`config.mk`:
```
export PLATFORM = sky130hd
export DESIGN_NAME = sliding_window_variance_flat
export DESIGN_NICKNAME = d
export VERILOG_FILES = /design/src/rtl/swv_pkg.sv /design/src/rtl/swv_if.sv /design/src/rtl/swv_front.sv /design/src/rtl/swv_var_pipe.sv /design/src/rtl/swv_fifo.sv /design/src/rtl/swv_back.sv /design/src/rtl/sliding_window_variance.sv /design/src/flat_wrapper.sv
export SDC_FILE = /design/constraint.sdc
export NUM_CORES = 2
export LEC_CHECK = 0
export ABC_AREA = 1
export BUFFER_PORTS_ARGS = -buffer_cell sky130_fd_sc_hd__buf_2
export CAP_MARGIN = 30
export CORE_ASPECT_RATIO = 0.8
export CORE_MARGIN = 1
export CORE_UTILIZATION = 58
export CTS_CLUSTER_SIZE = 16
export DETAILED_ROUTE_END_ITERATION = 6
export GPL_TIMING_DRIVEN = 0
export PLACE_DENSITY_LB_ADDON = 0.3
export SYNTH_ARGS = -nofsm -noshare
export SYNTH_HDL_FRONTEND = slang
export SYNTH_SLANG_ARGS = --single-unit
```
`constraint.sdc`:
```
create_clock -name clk_i -period 21.1 [get_ports clk_i]
set_clock_uncertainty 0.05 [all_clocks]
set_input_delay 4.22 -clock clk_i [delete_from_list [all_inputs] [get_ports clk_i]]
set_output_delay 4.22 -clock clk_i [all_outputs]
set_load 0.02 [all_outputs]
```
`src/rtl/swv_pkg.sv`:
```
`timescale 1ns / 1ps
`default_nettype none
// ----------------------------------------------------------------------------
// swv_pkg: shared constants and types for the sliding window variance block
// Window geometry, datapath widths, divider shape and the words that pass
// between the front end, the variance pipeline, the queue and the back end.
// ----------------------------------------------------------------------------
package swv_pkg;

  localparam int unsigned HALF_WIDTH = 20;
  localparam int unsigned WIN_LEN    = 2 * HALF_WIDTH + 1;

  localparam int unsigned SAMPLE_W = 16;
  localparam int unsigned VAR_W    = 31;
  localparam int unsigned SUM_W    = 23;
  localparam int unsigned SQ_W     = 38;
  localparam int unsigned SEEN_W   = $clog2(WIN_LEN + 1);
  localparam int unsigned FLUSH_W  = $clog2(HALF_WIDTH + 1);

  // magnitude of the running sum and the width of N*sumsq - sum^2
  localparam int unsigned MAG_W = SUM_W - 1;
  localparam int unsigned NUM_W = 2 * MAG_W;

  // constant divisor N*(N-1), restoring division a digit group per stage
  localparam int unsigned DIVISOR    = WIN_LEN * (WIN_LEN - 1);
  localparam int unsigned REM_W      = $clog2(DIVISOR);
  localparam int unsigned DIV_DIGITS = 8;
  localparam int unsigned DIV_STAGES = (NUM_W + DIV_DIGITS - 1) / DIV_DIGITS;
  localparam int unsigned DIV_BITS   = DIV_STAGES * DIV_DIGITS;

  // queue between the variance pipeline and the back end (power of two)
  localparam int unsigned FIFO_DEPTH = 4;
  localparam int unsigned FIFO_PTR_W = $clog2(FIFO_DEPTH);

  typedef struct packed {
    logic               regular;  // one result for the centre index
    logic               full;     // window complete, variance is real
    logic [FLUSH_W-1:0] flush_n;  // edge zeros to emit after it
  } swv_ctl_t;

  typedef struct packed {
    swv_ctl_t                 ctl;
    logic signed [SUM_W-1:0]  s1;
    logic        [SQ_W-1:0]   s2;
  } swv_job_t;

  typedef struct packed {
    swv_ctl_t           ctl;
    logic [VAR_W-1:0]   variance;
  } swv_work_t;

endpackage
`default_nettype wire

```
`src/rtl/swv_if.sv`:
```
`timescale 1ns / 1ps
`default_nettype none
// ----------------------------------------------------------------------------
// swv_if: stream channels of the sliding window variance block
// Sample channel into the block and result channel out of it, each a
// valid/ready pair with its payload.
// ----------------------------------------------------------------------------
interface swv_in_if;
  logic                               valid;
  logic                               ready;
  logic signed [swv_pkg::SAMPLE_W-1:0] sample;
  logic                               final_sample;

  modport source (output valid, output sample, output final_sample, input ready);
  modport sink   (input valid, input sample, input final_sample, output ready);
endinterface

interface swv_out_if;
  logic                        valid;
  logic                        ready;
  logic [swv_pkg::VAR_W-1:0]   window_variance;
  logic                        edge_zero;
  logic                        trace_end;

  modport source (output valid, output window_variance, output edge_zero,
                  output trace_end, input ready);
  modport sink   (input valid, input window_variance, input edge_zero,
                  input trace_end, output ready);
endinterface
`default_nettype wire

```
`src/rtl/swv_front.sv`:
```
`timescale 1ns / 1ps
`default_nettype none
// ----------------------------------------------------------------------------
// swv_front: sample intake and window bookkeeping
// Keeps the sample delay line, running sum, sum of squares and sample count,
// and classifies each accepted word into a job for the variance pipeline.
// ----------------------------------------------------------------------------
module swv_front (
  input  logic              clk_i,
  input  logic              rst_ni,
  swv_in_if.sink            in_if,
  input  logic              adv_i,
  output logic              job_valid_o,
  output swv_pkg::swv_job_t job_o
);
  import swv_pkg::*;

  logic signed [SAMPLE_W-1:0]   win_q [WIN_LEN];
  logic signed [SUM_W-1:0]      sum_q, sum_d, sum_upd;
  logic        [SQ_W-1:0]       sq_q, sq_d, sq_upd;
  logic        [SEEN_W-1:0]     seen_q, seen_d, count;
  logic signed [2*SAMPLE_W-1:0] new_sq, old_sq;
  logic                         accept, full_before;
  logic                         job_valid_q;
  swv_job_t                     job_q, job_d;

  assign in_if.ready = adv_i;
  assign accept      = in_if.valid && adv_i;
  assign full_before = (seen_q == SEEN_W'(WIN_LEN));
  assign new_sq      = in_if.sample * in_if.sample;
  assign old_sq      = win_q[0] * win_q[0];

  always_comb begin
    count   = full_before ? seen_q : seen_q + 1'b1;
    sum_upd = sum_q + SUM_W'(in_if.sample);
    sq_upd  = sq_q + SQ_W'(unsigned'(new_sq));
    // oldest sample leaves only once the window is complete
    if (full_before) begin
      sum_upd = sum_upd - SUM_W'(win_q[0]);
      sq_upd  = sq_upd - SQ_W'(unsigned'(old_sq));
    end

    job_d.ctl.regular = (count >= SEEN_W'(HALF_WIDTH + 1));
    job_d.ctl.full    = (count == SEEN_W'(WIN_LEN));
    job_d.ctl.flush_n = '0;
    if (in_if.final_sample) begin
      job_d.ctl.flush_n = (count < SEEN_W'(HALF_WIDTH)) ? FLUSH_W'(count)
                                                        : FLUSH_W'(HALF_WIDTH);
    end
    job_d.s1 = sum_upd;
    job_d.s2 = sq_upd;

    // last sample of a trace starts a fresh trace
    if (in_if.final_sample) begin
      sum_d  = '0;
      sq_d   = '0;
      seen_d = '0;
    end else begin
      sum_d  = sum_upd;
      sq_d   = sq_upd;
      seen_d = count;
    end
  end

  always_ff @(posedge clk_i or negedge rst_ni) begin
    if (!rst_ni) begin
      sum_q       <= '0;
      sq_q        <= '0;
      seen_q      <= '0;
      job_valid_q <= 1'b0;
    end else begin
      if (accept) begin
        sum_q  <= sum_d;
        sq_q   <= sq_d;
        seen_q <= seen_d;
      end
      if (adv_i) begin
        job_valid_q <= accept;
      end
    end
  end

  always_ff @(posedge clk_i) begin
    if (accept) begin
      for (int i = 0; i < WIN_LEN - 1; i++) begin
        win_q[i] <= win_q[i+1];
      end
      win_q[WIN_LEN-1] <= in_if.sample;
      job_q            <= job_d;
    end
  end

  assign job_valid_o = job_valid_q;
  assign job_o       = job_q;

endmodule
`default_nettype wire

```
`src/rtl/swv_var_pipe.sv`:
```
`timescale 1ns / 1ps
`default_nettype none
// ----------------------------------------------------------------------------
// swv_var_pipe: variance arithmetic pipeline
// Squares the sum, forms N*sumsq - sum^2 and divides it by N*(N-1) in a
// pipelined restoring divider, a group of quotient digits per stage.
// ----------------------------------------------------------------------------
module swv_var_pipe (
  input  logic               clk_i,
  input  logic               rst_ni,
  input  logic               adv_i,
  input  logic               job_valid_i,
  input  swv_pkg::swv_job_t  job_i,
  output logic               work_valid_o,
  output swv_pkg::swv_work_t work_o
);
  import swv_pkg::*;

  typedef struct packed {
    logic [REM_W-1:0]    rem;
    logic [DIV_BITS-1:0] word;  // dividend shifts out on top, quotient in below
  } div_state_t;

  localparam logic [REM_W:0] DIV_K = (REM_W + 1)'(DIVISOR);

  function automatic div_state_t div_step(div_state_t st);
    logic [REM_W:0] r2;
    logic           qbit;
    div_state_t     res;
    res = st;
    for (int i = 0; i < DIV_DIGITS; i++) begin
      r2   = {res.rem, res.word[DIV_BITS-1]};
      qbit = (r2 >= DIV_K);
      if (qbit) begin
        r2 = r2 - DIV_K;
      end
      res.word = {res.word[DIV_BITS-2:0], qbit};
      res.rem  = r2[REM_W-1:0];
    end
    return res;
  endfunction

  logic [MAG_W-1:0] mag;
  logic [NUM_W-1:0] mag_sq;

  logic             a_valid_q;
  swv_ctl_t         a_ctl_q;
  logic [NUM_W-1:0] a_sq_q, a_ns2_q;

  logic             b_valid_q;
  swv_ctl_t         b_ctl_q;
  logic [NUM_W-1:0] b_num_q;

  logic             d_valid_q [DIV_STAGES];
  swv_ctl_t         d_ctl_q   [DIV_STAGES];
  div_state_t       d_st_q    [DIV_STAGES];
  div_state_t       d_next    [DIV_STAGES];

  assign mag    = job_i.s1[SUM_W-1] ? MAG_W'(-job_i.s1) : MAG_W'(job_i.s1);
  assign mag_sq = mag * mag;

  always_comb begin
    d_next[0] = div_step('{rem: '0, word: DIV_BITS'(b_num_q)});
    for (int k = 1; k < DIV_STAGES; k++) begin
      d_next[k] = div_step(d_st_q[k-1]);
    end
  end

  always_ff @(posedge clk_i or negedge rst_ni) begin
    if (!rst_ni) begin
      a_valid_q <= 1'b0;
      b_valid_q <= 1'b0;
      for (int k = 0; k < DIV_STAGES; k++) begin
        d_valid_q[k] <= 1'b0;
      end
    end else if (adv_i) begin
      a_valid_q    <= job_valid_i;
      b_valid_q    <= a_valid_q;
      d_valid_q[0] <= b_valid_q;
      for (int k = 1; k < DIV_STAGES; k++) begin
        d_valid_q[k] <= d_valid_q[k-1];
      end
    end
  end

  always_ff @(posedge clk_i) begin
    if (adv_i) begin
      a_ctl_q    <= job_i.ctl;
      a_sq_q     <= mag_sq;
      a_ns2_q    <= NUM_W'(job_i.s2) * NUM_W'(WIN_LEN);
      b_ctl_q    <= a_ctl_q;
      b_num_q    <= a_ns2_q - a_sq_q;
      d_ctl_q[0] <= b_ctl_q;
      d_st_q[0]  <= d_next[0];
      for (int k = 1; k < DIV_STAGES; k++) begin
        d_ctl_q[k] <= d_ctl_q[k-1];
        d_st_q[k]  <= d_next[k];
      end
    end
  end

  assign work_valid_o    = d_valid_q[DIV_STAGES-1];
  assign work_o.ctl      = d_ctl_q[DIV_STAGES-1];
  assign work_o.variance = d_st_q[DIV_STAGES-1].word[VAR_W-1:0];

endmodule
`default_nettype wire

```
`src/rtl/swv_fifo.sv`:
```
`timescale 1ns / 1ps
`default_nettype none
// ----------------------------------------------------------------------------
// swv_fifo: work queue between the variance pipeline and the back end
// Small register queue of finished jobs; head is shown while not empty.
// ----------------------------------------------------------------------------
module swv_fifo (
  input  logic               clk_i,
  input  logic               rst_ni,
  input  logic               push_i,
  input  swv_pkg::swv_work_t data_i,
  input  logic               pop_i,
  output logic               full_o,
  output logic               empty_o,
  output swv_pkg::swv_work_t head_o
);
  import swv_pkg::*;

  swv_work_t             mem_q [FIFO_DEPTH];
  logic [FIFO_PTR_W-1:0] wr_ptr_q, rd_ptr_q;
  logic [FIFO_PTR_W:0]   count_q;

  assign full_o  = (count_q == (FIFO_PTR_W + 1)'(FIFO_DEPTH));
  assign empty_o = (count_q == '0);
  assign head_o  = mem_q[rd_ptr_q];

  always_ff @(posedge clk_i or negedge rst_ni) begin
    if (!rst_ni) begin
      wr_ptr_q <= '0;
      rd_ptr_q <= '0;
      count_q  <= '0;
    end else begin
      if (push_i) begin
        wr_ptr_q <= (wr_ptr_q == FIFO_PTR_W'(FIFO_DEPTH - 1)) ? '0 : wr_ptr_q + 1'b1;
      end
      if (pop_i) begin
        rd_ptr_q <= (rd_ptr_q == FIFO_PTR_W'(FIFO_DEPTH - 1)) ? '0 : rd_ptr_q + 1'b1;
      end
      if (push_i && !pop_i) begin
        count_q <= count_q + 1'b1;
      end else if (pop_i && !push_i) begin
        count_q <= count_q - 1'b1;
      end
    end
  end

  always_ff @(posedge clk_i) begin
    if (push_i) begin
      mem_q[wr_ptr_q] <= data_i;
    end
  end

endmodule
`default_nettype wire

```
`src/rtl/swv_back.sv`:
```
`timescale 1ns / 1ps
`default_nettype none
// ----------------------------------------------------------------------------
// swv_back: result expansion and output register
// Turns the queue head into its result words: the centre result if any,
// then the edge zeros of a flush, the last one marked as trace end.
// ----------------------------------------------------------------------------
module swv_back (
  input  logic               clk_i,
  input  logic               rst_ni,
  input  logic               empty_i,
  input  swv_pkg::swv_work_t head_i,
  output logic               pop_o,
  swv_out_if.source          out_if
);
  import swv_pkg::*;

  logic               reg_done_q;
  logic [FLUSH_W-1:0] flush_cnt_q, flush_cnt_inc;
  logic               emit_regular, item_last, load;
  logic               ov_q;
  logic [VAR_W-1:0]   var_q;
  logic               edge_q, end_q;

  assign flush_cnt_inc = flush_cnt_q + 1'b1;
  assign emit_regular  = head_i.ctl.regular && !reg_done_q;
  assign item_last     = emit_regular ? (head_i.ctl.flush_n == '0)
                                      : (flush_cnt_inc == head_i.ctl.flush_n);
  // output slot takes a new word whenever it is empty or being drained
  assign load          = !empty_i && (!ov_q || out_if.ready);
  assign pop_o         = load && item_last;

  always_ff @(posedge clk_i or negedge rst_ni) begin
    if (!rst_ni) begin
      reg_done_q  <= 1'b0;
      flush_cnt_q <= '0;
      ov_q        <= 1'b0;
    end else begin
      if (load) begin
        ov_q <= 1'b1;
        if (item_last) begin
          reg_done_q  <= 1'b0;
          flush_cnt_q <= '0;
        end else if (emit_regular) begin
          reg_done_q <= 1'b1;
        end else begin
          flush_cnt_q <= flush_cnt_inc;
        end
      end else if (out_if.ready) begin
        ov_q <= 1'b0;
      end
    end
  end

  always_ff @(posedge clk_i) begin
    if (load) begin
      var_q  <= (emit_regular && head_i.ctl.full) ? head_i.variance : '0;
      edge_q <= emit_regular ? !head_i.ctl.full : 1'b1;
      end_q  <= !emit_regular && item_last;
    end
  end

  assign out_if.valid           = ov_q;
  assign out_if.window_variance = var_q;
  assign out_if.edge_zero       = edge_q;
  assign out_if.trace_end       = end_q;

endmodule
`default_nettype wire

```
`src/rtl/sliding_window_variance.sv`:
```
`timescale 1ns / 1ps
`default_nettype none
// ----------------------------------------------------------------------------
// sliding_window_variance: centred moving-window sample variance
// Front end keeps the window sums, a pipeline forms the exact floored
// variance, a short queue decouples it from the result expansion.
// ----------------------------------------------------------------------------
// path: front register, registers a and b, divider stages, queue, output reg
// throughput: one sample per cycle unless stalled; a final sample adds up to
//   HALF_WIDTH+1 words, one per cycle from the output register while ready is high
// the input stalls only when the queue is full and the pipeline end holds a word
// reset: asynchronous, clears sums, sample count, queue and output valid;
//   the sample delay line is not cleared and needs no clearing pass
module sliding_window_variance (
  input  logic      clk_i,
  input  logic      rst_ni,
  swv_in_if.sink    in_if,
  swv_out_if.source out_if
);
  import swv_pkg::*;

  logic      adv;
  logic      job_valid;
  swv_job_t  job;
  logic      work_valid;
  swv_work_t work;
  logic      has_work, push, pop;
  logic      fifo_full, fifo_empty;
  swv_work_t fifo_head;

  // whole front and pipeline move together unless the queue refuses
  assign adv      = !work_valid || !fifo_full;
  assign has_work = work.ctl.regular || (work.ctl.flush_n != '0);
  assign push     = work_valid && adv && has_work;

  swv_front u_front (
    .clk_i       (clk_i),
    .rst_ni      (rst_ni),
    .in_if       (in_if),
    .adv_i       (adv),
    .job_valid_o (job_valid),
    .job_o       (job)
  );

  swv_var_pipe u_var_pipe (
    .clk_i        (clk_i),
    .rst_ni       (rst_ni),
    .adv_i        (adv),
    .job_valid_i  (job_valid),
    .job_i        (job),
    .work_valid_o (work_valid),
    .work_o       (work)
  );

  swv_fifo u_fifo (
    .clk_i   (clk_i),
    .rst_ni  (rst_ni),
    .push_i  (push),
    .data_i  (work),
    .pop_i   (pop),
    .full_o  (fifo_full),
    .empty_o (fifo_empty),
    .head_o  (fifo_head)
  );

  swv_back u_back (
    .clk_i   (clk_i),
    .rst_ni  (rst_ni),
    .empty_i (fifo_empty),
    .head_i  (fifo_head),
    .pop_o   (pop),
    .out_if  (out_if)
  );

endmodule
`default_nettype wire

```
`src/flat_wrapper.sv`:
```
// flat-port wrapper written by rule: the top's interface ports become plain ports
module sliding_window_variance_flat import swv_pkg::*;
  (clk_i, rst_ni, in_if_valid, in_if_sample, in_if_final_sample, in_if_ready, out_if_valid, out_if_window_variance, out_if_edge_zero, out_if_trace_end, out_if_ready);
  swv_in_if in_if_i ();
  swv_out_if out_if_i ();
  input  logic clk_i;
  input  logic rst_ni;
  input wire logic [$bits(in_if_i.valid)-1:0] in_if_valid;
  input wire logic [$bits(in_if_i.sample)-1:0] in_if_sample;
  input wire logic [$bits(in_if_i.final_sample)-1:0] in_if_final_sample;
  output wire logic [$bits(in_if_i.ready)-1:0] in_if_ready;
  output wire logic [$bits(out_if_i.valid)-1:0] out_if_valid;
  output wire logic [$bits(out_if_i.window_variance)-1:0] out_if_window_variance;
  output wire logic [$bits(out_if_i.edge_zero)-1:0] out_if_edge_zero;
  output wire logic [$bits(out_if_i.trace_end)-1:0] out_if_trace_end;
  input wire logic [$bits(out_if_i.ready)-1:0] out_if_ready;
  assign in_if_i.valid = in_if_valid;
  assign in_if_i.sample = in_if_sample;
  assign in_if_i.final_sample = in_if_final_sample;
  assign in_if_ready = in_if_i.ready;
  assign out_if_valid = out_if_i.valid;
  assign out_if_window_variance = out_if_i.window_variance;
  assign out_if_edge_zero = out_if_i.edge_zero;
  assign out_if_trace_end = out_if_i.trace_end;
  assign out_if_i.ready = out_if_ready;
  sliding_window_variance u_core (.clk_i(clk_i), .rst_ni(rst_ni), .in_if(in_if_i), .out_if(out_if_i));
endmodule
```
# Word level (Yosys, flattened, before mapping)
# Memory sizes are Yosys's and may differ from the RTL's.
# Cells that the tools add are included.
totals:
  ff_bits: 337
  mem_bits_rw: 1204
  inputBits: 21
  output_inout_bits: 35
  word_cells: 241
  mem_count: 4
mem_list:
  columns: ["memory", "words", "width", "read_ports", "rd_clocked_by_memory_dff", "wr", "line_no", "rtl"]
  rows:
  - ["u_core.u_front.win_q", 41, 16, 41, 0, 41, "swv_front.sv:18", "logic signed [SAMPLE_W-1:0] win_q [WIN_LEN];"]
  - ["u_core.u_var_pipe.d_st_q", 6, 59, 6, 0, 6, "swv_var_pipe.sv:56", "div_state_t d_st_q [DIV_STAGES];"]
  - ["u_core.u_fifo.mem_q", 4, 38, 1, 0, 1, "swv_fifo.sv:19", "swv_work_t mem_q [FIFO_DEPTH];"]
  - ["u_core.u_var_pipe.d_ctl_q", 6, 7, 6, 0, 6, "swv_var_pipe.sv:55", "swv_ctl_t d_ctl_q [DIV_STAGES];"]
classes:
  n_addsub: 52
  mul: 4
  magnitude_cmp: 42
  eq_ne: 7
  n_mux: 65
  n_reduce_logical: 31
ops:
  columns: ["cell", "n"]
  rows:
  - ["greater-or-equal comparator 12 x 11 -> 1 bit (second input constant)", 40]
  - ["2-to-1 mux 11 bit", 40]
  - ["subtractor 11 bit (second input constant)", 40]
  - ["2-to-1 mux 38 bit", 2]
  - ["multiplier 16 x 16 -> 32 bit", 2]
  - ["2-to-1 mux 23 bit", 2]
  - ["multiplier 22 x 22 -> 44 bit", 1]
  - ["multiplier 38 x 6 -> 44 bit (second input constant)", 1]
  - ["subtractor 44 bit", 1]
  - ["adder 38 x 32 -> 38 bit", 1]
  - ["subtractor 38 x 32 -> 38 bit", 1]
  - ["adder 23 x 16 -> 23 bit", 1]
  - ["subtractor 23 x 16 -> 23 bit", 1]
  - ["2-to-1 mux 22 bit", 1]
  - ["negator 22 bit", 1]
  - ["2-to-1 mux 5 bit", 3]
  - ["== test 6 bit (second input constant)", 2]
  - ["2-to-1 mux 6 bit", 2]
  - ["2-to-1 mux 1 bit", 11]
  - ["logical AND 1 bit", 10]
  - ["logical NOT 1 bit", 9]
  - ["adder 6 x 1 -> 6 bit (second input constant)", 1]
  - ["greater-or-equal comparator 6 x 5 -> 1 bit (second input constant)", 1]
  - ["less-than comparator 6 x 5 -> 1 bit (second input constant)", 1]
  - ["other kinds (16)", 26]

# Depth between registers and ports, before layout
# An unclocked memory read counts as a cell.
depth:
  word_depth: 17
  mapped_depth: 64

# Modules after synthesis
# A second synthesis with hierarchy kept.
unflattened:
  cells_unflattened: 10341
  hier_area_um2: 102258.1
modules_own_cells:
  columns: ["mod", "n_inst", "cells_per_inst", "area_per_inst_um2", "seq_area_each_um2"]
  rows:
  - ["swv_front", 1, 4659, 50488.4, 23442.5]
  - ["swv_var_pipe", 1, 5006, 43614.3, 12962.4]
  - ["swv_fifo", 1, 495, 6401.1, 4739.5]
  - ["swv_back", 1, 172, 1714.1, 1166.1]
  - ["sliding_window_variance", 1, 9, 40.0, 0.0]

# Least setup slack after synthesis
# No wires, ideal clock.
synth_timing:
  kind: "input port to flip-flop"
  start: "in in_if_valid"
  end: "reg u_core.u_front.sq_q[32]"
  setup_time_ns: 0.757
  arrival_time_ns: 18.799
  required_ns: 20.293
  slack_ns: 1.494
  cell_stages: 3
  path_buffers: 0
  cell_sequence: "nand2_1 > inv_1 > o21ai_0"
synth_between:
  elab_chain_len: 1
synth_rtl:
  columns: ["item", "line_no", "rtl"]
  rows:
  - ["start: declaration", "flat_wrapper.sv:8", "input wire logic [$bits(in_if_i.valid)-1:0] in_if_valid;"]
  - ["logical AND 1 bit", "swv_front.sv:28", "assign accept = in_if.valid && adv_i;"]
  - ["net u_core.u_front.accept", "swv_front.sv:23", "logic accept, full_before;"]
  - ["end signal: assignment", "swv_front.sv:74", "sq_q <= sq_d;"]
  - ["end: declaration", "swv_front.sv:20", "logic [SQ_W-1:0] sq_q, sq_d, sq_upd;"]
# The timed path passes the listed nets, and every way through them passes these cells.
# A chain may end at the register's enable or synchronous reset.

==> results.py <==
metrics = {
    "clock_network": {
        "clock_latency_ns": 0.80,
        "cts.clk_slew.worst_paths_ns": 0.07,
        "h-tree-depth": 4,
        "cts_tree": "built",
        "clock_sinks": 1424,
        "cts_resized": 0,
        "cts.hold.buffers_added": 0,
        "cts-root-buf": "clkbuf_16",
        "cts_buffer_depth": 3,
        "post_cts_buffers": 0,
        "cts_inserted_buffers": 140,
    },
    "timing": {
        "hold_violations": 0,
        "worst_pin_slew_ns": 0.971,
        "finalCriticalPeriod_ns": 14.96,
        "fmax_mhz": 66.9,
        "drv_slew": 0,
        "finalSetupViolations": 0,
        "fin_crit_sh_pct": 70.9,
        "slew_headroom_pct": 35.2,
        "rsz0062_at_grt": "no",
        "setup_slack_ns": 6.14,
    },
    "synth": {
        "async_reset_ff_share_pct": 6.32,
        "synth_cell_types": 68,
        "synthFlopType": "edfxtp_1",
        "synth_nets": 10932,
        "ys_seq_area_share_pct": 43.2,
        "ys_ff_latch": 1424,
        "synth_area_sq_mm": 0.0979,
        "ys_warn_count": 0,
        "synth_edf_count": 1334,
        "syn_inst": 9415,
        "avgSynthCellArea_sq_um": 10.4,
    },
    "critical_path": {
        "slowest_stage": "clkbuf_1",
        "crit_family": "adder cells",
        "critPathMaxStageDelay_ns": 0.71,
        "start_kind": "input pin",
        "end_kind": "register",
        "path_class": "in2reg",
        "path_common_cell": "nand2_1",
        "path_buf_inv": 10,
        "crit_arrival_ns": 15.41,
        "worstPathRequired_ns": 21.56,
        "crit_fanout": 10,
    },
    "die": {
        "core-area_sq_mm": 0.167,
        "row_count": 134,
        "die_h_um": 370,
        "initial_utilization_pct": 58.6,
        "die_w_um": 461,
        "dieArea_sq_mm": 0.171,
        "io_pins": 56,
    },
    "hold_path": {
        "min_path_type": "reg2reg",
    },
    "global_route": {
        "grt_pass1_vias": 63745,
        "grt_pass1_wl_mm": 327,
        "antenna_found_initial": 11,
        "gr-usage-all-layers_pct": 24.1,
        "globalRouteOverflowTotal": 0,
        "grt_max_degree": 143,
    },
    "cells_and_area": {
        "drive_gt1_share_pct": 7.16,
        "fin_util_pct": 63.5,
        "fill_cells": 12880,
        "nets": 11147,
        "area_delta_synth_final_pct": 8.45,
        "finalNonFillerCells": 11987,
        "multi_input_area_sq_mm": 0.0474,
        "seq_area_sq_mm": 0.0423,
        "antennaDiodeCount": 0,
        "layout_commonest_cell": "inv_1",
        "final_cell_mix": "inv_1, nand2_1, edfxtp_1",
    },
    "placement": {
        "port_buffers": 55,
        "place_ws_ns": 5.75,
        "dpl.cell_count": 11732,
        "dp_hpwl_mm": 155,
        "routabilityCongestion": 0.929,
    },
    "detailed_routing": {
        "antenna_left": 0,
        "wl_per_cell_um": 16.7,
        "routed_wl_mm": 200,
        "drc_errors": 0,
        "drtIter0Drc": 5197,
        "firstDrtPassIters": 7,
        "via_per_inst": 5.30,
        "vias": 63590,
    },
    "run": {
        "maxCapViolations": 0,
    },
    "outcome": {
        "status": "complete, no violations",
    },
}
==> kinds of logic (layout without fill, tap and decap cells) <==
logic type / count (synthesis) / after routing / synth area share (%)
compound gates: 842 / 842 / 4.81
xor+xnor: 398 / 398 / 3.57
fa+ha+maj: 1496 / 1496 / 25.7
buf+inv: 2163 / 2491 / 8.39
flops: 1424 / 1424 / 43.2
mux: 2 / 2 / 0.0230
simple gates: 3090 / 3090 / 14.3
==> cell type report <==
cell class	instances	share of cell area, %
inverter	2002	7.09
timing repair buffer	73	0.681
sequential	1424	39.8
clock buffer	176	3.59
multi-input combinational	5828	44.7
tap	2244	2.64
clock inverter	79	0.836
buffer	161	0.660
==> worst paths after layout <==
path,slack [ns],to,from,depth (start not counted)
setup / recovery,6.14,u_core.u_front.job_o[36],in_if_sample[7],48
hold / removal,0.33,u_core.u_front.win_q[2][82],u_core.u_front.win_q[2][98],0
setup reg to reg,7.90,u_core.u_var_pipe.a_sq_q[43],u_core.u_front.job_o[38],58
hold reg to reg,0.33,u_core.u_front.win_q[2][82],u_core.u_front.win_q[2][98],0
max in group asynchronous,16.82,u_core.u_back.reg_done_q,rst_ni,2
min in group asynchronous,3.40,u_core.u_front.sq_q[26],rst_ni,1
==> sequential cells by signal, summed over array words and instances (netlist names), 2 cells and up <==
name	count
u_core.u_var_pipe.d_valid_q	5
u_core.u_front.seen_q	6
u_core.u_var_pipe.a_sq_q	43
u_core.u_back.flush_cnt_q	5
u_core.u_var_pipe.b_ctl_q	7
u_core.u_fifo.mem_q	152
u_core.u_back.out_if.window_variance	31
u_core.u_front.sq_q	38
u_core.u_var_pipe.a_ns2_q	44
u_core.u_var_pipe.d_st_q	239
u_core.u_fifo.wr_ptr_q	2
u_core.u_fifo.rd_ptr_q	2
u_core.u_front.job_o	68
u_core.u_fifo.count_q	3
u_core.u_front.sum_q	23
u_core.u_var_pipe.d_ctl_q	42
u_core.u_var_pipe.b_num_q	43
u_core.u_front.win_q	656
u_core.u_var_pipe.a_ctl_q	7
==> per-stage QoR <==
step                setup TNS [ns]  hold WS [ns]  area (sq um)
floorplan                        0         0.350         97900
global placement          -2530.51         0.350        101000
detailed placement               0         0.355        102000
CTS                              0         0.332        106000
global route                     0         0.355        106000
finish                           0         0.328        106000
==> synth_stat cells (8+ instances only) <==
cell type	number	area, sq um
xor2_1	297	2600
nor3_1	52	260
nand3_2	29	290
clkinv_1	11	41.3
a22o_1	13	114
nor2_1	580	2180
inv_1	1942	7290
o21ai_2	20	175
edfxtp_1	1334	40100
nor2_2	24	150
buf_6	11	124
dfrtp_1	90	2250
a21o_1	18	135
nand3b_1	15	113
nor4_1	8	50.1
nand4_1	174	1090
xnor2_1	100	876
o21bai_1	28	210
o21a_1	8	60.1
o21ai_0	337	1690
nor2_4	18	203
o21ai_1	15	75.1
a31oi_1	11	68.8
nand2_2	141	882
or2_2	37	231
fa_1	860	17200
nand3_4	20	350
nand3_1	361	1810
inv_2	47	176
ha_1	636	7960
nand2_1	1590	5970
a21oi_1	340	1700
clkbuf_1	133	499
nand2_4	24	270
buf_1	13	48.8
==> routing by layer <==
metal	wire length, um	up-vias	part of all wire, %	track usage (%)
met4	4350	8	2.2	5.83
met3	16300	301	8.1	5.55
met2	89000	1872	45	37.4
met5	46	-	0.023	0
li1	-	30594	-	-
met1	90300	30815	45	34.6
Power is not shown: default switching activity piles up to over one toggle a cycle in this logic, so the estimate is an artifact.
